[config.mk]
export PLATFORM = sky130hd
export DESIGN_NAME = blit_word_combiner_unit
export DESIGN_NICKNAME = d
export VERILOG_FILES = /design/src/design/bwc_pkg.sv /design/src/design/bwc_word_logic.sv /design/src/design/blit_word_combiner_unit.sv
export SDC_FILE = /design/constraint.sdc
export NUM_CORES = 1
export LEC_CHECK = 0
export BUFFER_PORTS_ARGS = -buffer_cell sky130_fd_sc_hd__clkbuf_2
export CELL_PAD_IN_SITES_DETAIL_PLACEMENT = 1
export CELL_PAD_IN_SITES_GLOBAL_PLACEMENT = 1
export CORE_MARGIN = 2
export CORE_UTILIZATION = 45
export DETAILED_ROUTE_END_ITERATION = 7
export GPL_TIMING_DRIVEN = 0
export PLACE_DENSITY_LB_ADDON = 0.25
export SYNTH_ARGS = -nofsm -noshare
export SYNTH_HDL_FRONTEND = slang
export SYNTH_SLANG_ARGS = --single-unit
[constraint.sdc]
create_clock -name clk -period 4.9 [get_ports clk]
set_input_delay 0.735 -clock clk [delete_from_list [all_inputs] [get_ports clk]]
set_output_delay 0.735 -clock clk [all_outputs]
set_load 0.01 [all_outputs]
[src/design/bwc_pkg.sv]
package bwc_pkg;

	// Register indexes of the configuration port.
	localparam logic [2:0] REG_MINTERM       = 3'd0;
	localparam logic [2:0] REG_A_SHIFT       = 3'd1;
	localparam logic [2:0] REG_B_SHIFT       = 3'd2;
	localparam logic [2:0] REG_FIRST_MASK    = 3'd3;
	localparam logic [2:0] REG_LAST_MASK     = 3'd4;
	localparam logic [2:0] REG_FILL_SELECT   = 3'd5;
	localparam logic [2:0] REG_REVERSE_ORDER = 3'd6;
	localparam logic [2:0] REG_CARRY_START   = 3'd7;

	// Fill modes; the remaining code behaves as no fill.
	localparam logic [1:0] FILL_NONE      = 2'd0;
	localparam logic [1:0] FILL_INCLUSIVE = 2'd1;
	localparam logic [1:0] FILL_EXCLUSIVE = 2'd2;

	localparam int WORD_W = 16;

	typedef struct packed {
		logic [WORD_W-1:0] a_word;
		logic [WORD_W-1:0] b_word;
		logic [WORD_W-1:0] c_word;
		logic              line_first;
		logic              line_last;
		logic              blit_begin;
	} bwc_in_t;

	typedef struct packed {
		logic [WORD_W-1:0] d_word;
		logic              all_zero;
	} bwc_out_t;

	typedef struct packed {
		logic [7:0]        minterm;
		logic [3:0]        a_shift;
		logic [3:0]        b_shift;
		logic [WORD_W-1:0] first_mask;
		logic [WORD_W-1:0] last_mask;
		logic [1:0]        fill_select;
		logic              reverse_order;
		logic              carry_start;
	} bwc_cfg_t;

	// Line state carried from one word to the next.
	typedef struct packed {
		logic [WORD_W-1:0] prev_a;
		logic [WORD_W-1:0] prev_b;
		logic              line_carry;
		logic              zero_flag;
	} bwc_state_t;

endpackage

[src/design/bwc_word_logic.sv]
module bwc_word_logic import bwc_pkg::*; (
	input  bwc_cfg_t   cfg,
	input  bwc_in_t    item,
	input  bwc_state_t state,
	output bwc_out_t   result,
	output bwc_state_t state_next
);

	logic [WORD_W-1:0] prev_a;
	logic [WORD_W-1:0] prev_b;
	logic              carry_in;
	logic              zero_in;
	logic [WORD_W-1:0] a_masked;
	logic [WORD_W-1:0] a_shifted;
	logic [WORD_W-1:0] b_shifted;
	logic [WORD_W-1:0] logic_word;
	logic [WORD_W-1:0] fill_word;
	logic [WORD_W-1:0] d_word;
	logic [WORD_W-1:0] carry_before;
	logic              fill_on;
	logic              fill_incl;

	// Funnel shift of the current word with the previous word of the line.
	function automatic logic [WORD_W-1:0] shift_pair(
		input logic [WORD_W-1:0] prev,
		input logic [WORD_W-1:0] cur,
		input logic [3:0]        s,
		input logic              desc
	);
		logic [2*WORD_W-1:0] wide;
		begin
			if (desc) begin
				wide = {cur, prev} << s;
				shift_pair = wide[2*WORD_W-1:WORD_W];
			end else begin
				wide = {prev, cur} >> s;
				shift_pair = wide[WORD_W-1:0];
			end
		end
	endfunction

	// A first word of a line starts from cleared history and the start carry.
	always_comb begin
		prev_a   = item.line_first ? '0 : state.prev_a;
		prev_b   = item.line_first ? '0 : state.prev_b;
		carry_in = item.line_first ? cfg.carry_start : state.line_carry;
		zero_in  = item.blit_begin ? 1'b1 : state.zero_flag;
	end

	// Edge masks on source A.
	always_comb begin
		a_masked = item.a_word;
		if (item.line_first) begin
			a_masked = a_masked & cfg.first_mask;
		end
		if (item.line_last) begin
			a_masked = a_masked & cfg.last_mask;
		end
	end

	assign a_shifted = shift_pair(prev_a, a_masked, cfg.a_shift, cfg.reverse_order);
	assign b_shifted = shift_pair(prev_b, item.b_word, cfg.b_shift, cfg.reverse_order);

	// Minterm lookup: each bit of A, B and C indexes the truth table.
	always_comb begin
		for (int i = 0; i < WORD_W; i++) begin
			logic_word[i] = cfg.minterm[{a_shifted[i], b_shifted[i], item.c_word[i]}];
		end
	end

	// The carry ahead of each bit is the incoming line carry XOR the parity of the
	// bits already scanned: higher bits when ascending, lower when descending.
	always_comb begin
		for (int i = 0; i < WORD_W; i++) begin
			logic [WORD_W-1:0] seen;
			seen = '0;
			for (int j = 0; j < WORD_W; j++) begin
				if (cfg.reverse_order) begin
					seen[j] = (j < i) ? logic_word[j] : 1'b0;
				end else begin
					seen[j] = (j > i) ? logic_word[j] : 1'b0;
				end
			end
			carry_before[i] = carry_in ^ (^seen);
		end
	end

	assign fill_on   = (cfg.fill_select == FILL_INCLUSIVE) ||
	                   (cfg.fill_select == FILL_EXCLUSIVE);
	assign fill_incl = (cfg.fill_select == FILL_INCLUSIVE);
	assign fill_word = fill_incl ? (carry_before | logic_word) : (carry_before ^ logic_word);
	assign d_word    = fill_on ? fill_word : logic_word;

	// Outgoing word and the state left for the next word.
	always_comb begin
		result.d_word         = d_word;
		result.all_zero       = zero_in & (d_word == '0);
		state_next.prev_a     = a_masked;
		state_next.prev_b     = item.b_word;
		state_next.line_carry = fill_on ? (carry_in ^ (^logic_word)) : carry_in;
		state_next.zero_flag  = zero_in & (d_word == '0);
	end

endmodule

[src/design/blit_word_combiner_unit.sv]
// Blitter word combiner: each accepted word carries one word of sources A, B
// and C plus line and blit marks, and yields one destination word with a
// running all-zero flag. The unit takes one word per clock while the output
// register is free or drains; each word is captured in an input
// register, then masking, the two funnel shifts, the minterm lookup and the
// area fill are evaluated in one pass into the output register, where the
// line state (previous A and B words, fill carry, zero flag) is updated too.
// The output register lets a new word be accepted while a result waits.
// Configuration writes are always ready and must be made while no word is
// in flight.
module blit_word_combiner_unit import bwc_pkg::*; (
	input  logic       clk,
	input  logic       arst_n,
	input  logic       in_valid,
	output logic       in_ready,
	input  bwc_in_t    in_data,
	output logic       out_valid,
	input  logic       out_ready,
	output bwc_out_t   out_data,
	input  logic       cfg_valid,
	output logic       cfg_ready,
	input  logic [2:0] cfg_index,
	input  logic [15:0] cfg_data
);

	bwc_cfg_t   cfg_q;
	bwc_in_t    item_s1;
	logic       valid_s1;
	bwc_out_t   out_data_q;
	logic       out_valid_q;
	bwc_state_t state_q;
	bwc_state_t state_next;
	bwc_out_t   result;
	logic       advance;

	assign cfg_ready = 1'b1;

	// Configuration registers.
	always_ff @(posedge clk or negedge arst_n) begin
		if (!arst_n) begin
			cfg_q.minterm       <= '0;
			cfg_q.a_shift       <= '0;
			cfg_q.b_shift       <= '0;
			cfg_q.first_mask    <= '1;
			cfg_q.last_mask     <= '1;
			cfg_q.fill_select   <= FILL_NONE;
			cfg_q.reverse_order <= 1'b0;
			cfg_q.carry_start   <= 1'b0;
		end else if (cfg_valid) begin
			case (cfg_index)
				REG_MINTERM:       cfg_q.minterm       <= cfg_data[7:0];
				REG_A_SHIFT:       cfg_q.a_shift       <= cfg_data[3:0];
				REG_B_SHIFT:       cfg_q.b_shift       <= cfg_data[3:0];
				REG_FIRST_MASK:    cfg_q.first_mask    <= cfg_data;
				REG_LAST_MASK:     cfg_q.last_mask     <= cfg_data;
				REG_FILL_SELECT:   cfg_q.fill_select   <= cfg_data[1:0];
				REG_REVERSE_ORDER: cfg_q.reverse_order <= cfg_data[0];
				REG_CARRY_START:   cfg_q.carry_start   <= cfg_data[0];
				default: ;
			endcase
		end
	end

	// The input stage moves on whenever the output register is free or drains.
	assign advance  = !out_valid_q || out_ready;
	assign in_ready = !valid_s1 || advance;

	// Input register.
	always_ff @(posedge clk or negedge arst_n) begin
		if (!arst_n) begin
			valid_s1 <= 1'b0;
		end else if (in_ready) begin
			valid_s1 <= in_valid;
		end
	end

	always_ff @(posedge clk) begin
		if (in_valid && in_ready) begin
			item_s1 <= in_data;
		end
	end

	bwc_word_logic u_word_logic (
		.cfg        (cfg_q),
		.item       (item_s1),
		.state      (state_q),
		.result     (result),
		.state_next (state_next)
	);

	// Line state and output register.
	always_ff @(posedge clk or negedge arst_n) begin
		if (!arst_n) begin
			state_q.prev_a     <= '0;
			state_q.prev_b     <= '0;
			state_q.line_carry <= 1'b0;
			state_q.zero_flag  <= 1'b1;
			out_valid_q        <= 1'b0;
		end else if (advance) begin
			out_valid_q <= valid_s1;
			if (valid_s1) begin
				state_q <= state_next;
			end
		end
	end

	always_ff @(posedge clk) begin
		if (advance && valid_s1) begin
			out_data_q <= result;
		end
	end

	assign out_valid = out_valid_q;
	assign out_data  = out_data_q;

	// An empty input stage always takes a word.
	a_empty_ready: assert property (@(posedge clk) disable iff (!arst_n)
		!valid_s1 |-> in_ready)
		else $error("input stage empty but not ready");

	// A stalled input stage keeps its word.
	a_stall_hold: assert property (@(posedge clk) disable iff (!arst_n)
		valid_s1 && !advance |=> valid_s1)
		else $error("stalled word dropped from input stage");

	// The stored zero flag matches the flag just delivered.
	a_zero_track: assert property (@(posedge clk) disable iff (!arst_n)
		advance && valid_s1 |=> state_q.zero_flag == out_data_q.all_zero)
		else $error("zero flag out of step with result");

	// A nonzero destination word can never report all zero.
	a_zero_word: assert property (@(posedge clk) disable iff (!arst_n)
		out_valid_q && (out_data_q.d_word != '0) |-> !out_data_q.all_zero)
		else $error("all_zero set on nonzero word");

	// Without fill, the carry only changes at the start of a line.
	a_carry_hold: assert property (@(posedge clk) disable iff (!arst_n)
		advance && valid_s1 && !item_s1.line_first &&
		(cfg_q.fill_select != FILL_INCLUSIVE) && (cfg_q.fill_select != FILL_EXCLUSIVE)
		|=> state_q.line_carry == $past(state_q.line_carry))
		else $error("fill carry changed with fill off");

endmodule

==> metrics.md <==
| Metric | Value |
|---|---|
| Commonest non-fill, non-tap cells in the layout | mux2i_1 (124), buf_4 (105), nor2_1 (100) |
| Hold Vio Cnt, Final | 0 |
| Critical Path Fanout Max | 10 |
| Fin crit share | 122% |
| Power share of the combinational group | roughly 79% |
| Syn avg cell area | 10.2 µm² |
| DRC viols | 0 |
| CTS root buf | clkbuf_16 |
| Area leader, netlist | edfxtp_1 |
| Synthesis warning total | 0 |
| Max Cap Violations | 0 |
| TritonCTS sink count | about 160 |
| Total Power | 16.0 mW |
| Mean routed wirelength per cell | between 30 and 40 µm |
| Max-slew headroom | approximately a tenth |
| GRT Util Overall | about 38% |
| Minimum clock period | just under 6 ns |
| Clock buffer depth | 2 |
| Port Buf Inserts | ~90 |
| Synth unique cells | around 110 |
| Hold Buf Count CTS | 0 |
| Placed insts | between 1500 and 2000 |
| Final cell count without fillers | 2024 |
| Clock power frac | under 10% |
| Io pins | 95 |
| Clk Latency, worst-skew pair | ~0.48 ns |
| Setup-failing EPs final | 18 |
| HP Class | in -> async |
| CTS tree | done |
| Die H | approximately 180 µm |
| Fin nets | between 1500 and 2000 |
| Routed WL | approximately 65 mm |
| Int Power | a little over 8 mW |
| Via/cell ratio | about 7 |
| Area fraction of the dominant cell type after synthesis | between 10% and 20% |
| Largest net degree at the start of global routing | 63 |
| Die width | 183 µm |
| N_diodes | 0 |
| Core box area | 31600 µm² |
| Static Leak | approximately 7 nW |
| GR Overflow Total | 0 |
| Crit. End Element | flip-flop |
| Clock buffer count from CTS | 17 |
| Syn Inst Count | about 1400 |
| Gpl congestion | about 1.1 |
| Layout cells sized above 1 | around two fifths |
| Ys flop type | edfxtp_1 |
| Net count after synthesis | approximately 1500 |
| Sw Ratio | ~48% |
| Most common cell after layout, fill and taps aside | mux2i_1 |
| First-pass GRT wire length | 94.6 mm |
| Failing checks | setup timing |
| Asr flop ratio synth | 56.4% |
| Net Sw Power | 7.75 mW |
| Vias in the first global route | ~14000 |
| Layout area overhead | 24.8% |
| Post-synth EDFFs | 68 |
| Clock transition at path regs | 0.08 ns |
| Top area cells in the synthesized netlist | edfxtp_1 (14%), mux2i_1 (9.6%), dfrtp_1 (9.5%) |
| Flop pwr share | 12.8% |
| Starting Density | between 40% and 50% |
| Max VDD drop | between 0.7 and 0.8 mV |
| Iter 0 DRT Violations | roughly 1800 |
| Status | complete, but fails checks |
| Post-layout util | 57.0% |
| Unrepaired setup endpoints after global routing | yes |
| Seq/Total Area, Yosys | between 20% and 30% |
| Detailed Place HPWL | roughly 46 mm |
| Vias | 14100 |
| CTS H-tree depth | 4 |
| Routed Antenna Nets | 0 |
| Achievable Freq | between 150 and 200 MHz |
| Critical path class | reg -> reg |
| Initial antenna violation count | 1 |
| Smallest hold slack | 0.245 ns |
| Worst path arrival time | about 6.4 ns |
| Crit path launch type | flip-flop |
| #FFs+latches synth | 156 |
| Mapped cell area | 14400 µm² |
| Power Dens Cells | 890 nW/µm² |
| Final slew viol count | 0 |
| First-pass detailed-route iteration total | 6 |
| Slew @ Worst Pin | 1.33 ns |
| Critical Path RT | 5.30 ns |
| DIE AREA | between 30000 and 40000 µm² |
| # rows | between 60 and 70 |
| Clk_skew | between 0.02 and 0.025 ns |
| Fin Setup TNS | -8.35 ns |
| Final WS setup | -1.07 ns |
## state kept, by name (all words and copies together), names as in the netlist
signal,flops
state_q,34
cfg_q,52
out_data,17
out_valid,1
valid_s1,1
item_s1,51
## final cells by class
| type | count | area, µm² |
|---|---|---|
| buffer | 117 | 956 |
| timing repair buffer | 181 | 1210 |
| clock inverter | 13 | 120 |
| multi-input combinational | 1099 | 10300 |
| tap | 402 | 503 |
| sequential | 156 | 4290 |
| clock buffer | 19 | 443 |
| fill | 3386 | 13600 |
| inverter | 37 | 149 |
## through the flow
stage               setup WS (ns)  instance area (µm²)
finish                      -1.07                18000
global route                -1.21                18000
CTS                        -0.627                17500
detailed placement          -1.74                15500
global placement            -1.79                15400
floorplan                 -0.0677                14500
## power by group through the flow
stage	logic (mW)	clock network [mW]	registers [mW]
2_1_floorplan	7.09	0	1.96
3_3_place_gp	8.90	0	2.03
3_5_place_dp	9.29	0	2.04
4_1_cts	11.1	1.35	2.02
5_1_grt	13.4	1.40	2.07
6_report	12.6	1.35	2.05
## routing by layer
metal	vias to the layer above	share of wire (%)	track usage [%]	wire, µm
li1	5836	-	-	-
met2	897	46	60.5	29700
met4	2	4.9	15.9	3210
met3	212	8.9	8.54	5810
met1	7157	40	51.3	26200
met5	-	0.012	0	8
## Yosys cell counts (9+ instances only)
master and count:
a21oi_1 57, a221oi_1 10, nand2_1 99, mux4_2 56
a22oi_1 10, buf_1 16, nor3_1 21, nand3_1 32
o21ai_1 9, buf_2 26, o211ai_1 13, a31oi_1 14
nor2b_1 13, xnor2_1 32, edfxtp_1 68, clkbuf_1 40
a2111oi_0 9, nand2b_1 37, nor2_1 103, nand4_1 28
dfstp_2 33, mux2_2 99, inv_1 31, dfrtp_1 55
ha_1 17, buf_4 20, a211oi_1 16, o22ai_1 16
mux2i_1 138, o21ai_0 66, o31ai_1 10
## kinds of logic (layout without fill, tap and decap cells)
kind of cell | Yosys count | in the layout | synth area share [%]
other | 1 | 1 | 0.0260
muxes | 314 | 314 | 28.8
buffers and inverters | 156 | 367 | 6.12
xor gates and xnor gates | 52 | 52 | 4.33
DFF | 156 | 156 | 29.7
AOI/OAI and AO/OA | 314 | 314 | 15.2
adders and majority gates | 17 | 17 | 1.47
and+or+nand+nor | 401 | 401 | 14.3
## worst max-delay path, stage by stage, from the launching register on
cell and delay, ns:
dfrtp_2 0.48, buf_12 0.18, buf_12 0.15, and2b_2 0.24, nand4_1 0.10, nand4_1 0.27
o21ai_1 0.27, o21ai_1 0.11, o22ai_2 0.23, mux4_2 0.64, xor2_4 0.27, xor3_2 0.51
buf_8 0.16, xnor2_4 0.14, xnor2_1 0.27, a21oi_1 0.12, xnor2_1 0.18, ha_1 0.39
nor3_2 0.06, a31oi_1 0.22, nor2_1 0.09, a31oi_2 0.33, nor3_2 0.07, nand3_1 0.10
nor2_2 0.05, mux2_4 0.25
## final timing paths
| path | startpoint | to | slack (ns) | cells after the start |
|---|---|---|---|---|
| min in group clk | in_data[49] | item_s1[49] | 0.43 | 1 |
| max | cfg_q[41] | state_q[0] | -1.07 | 25 |
| max in group asynchronous | arst_n | cfg_q[17] | 3.93 | 2 |
| min reg2reg | valid_s1 | out_valid | 0.53 | 1 |
| max reg2reg | cfg_q[41] | state_q[0] | -1.07 | 25 |
| min | arst_n | state_q[29] | 0.25 | 1 |
## what timing repair did
item	4_1_cts	5_1_grt
setup endpoints to repair	19	18
buffers inserted	59	28
pin swaps	49	24
cloned	1	0
resized for setup	229	60
No activity file was read; power rests on OpenSTA's default activity.
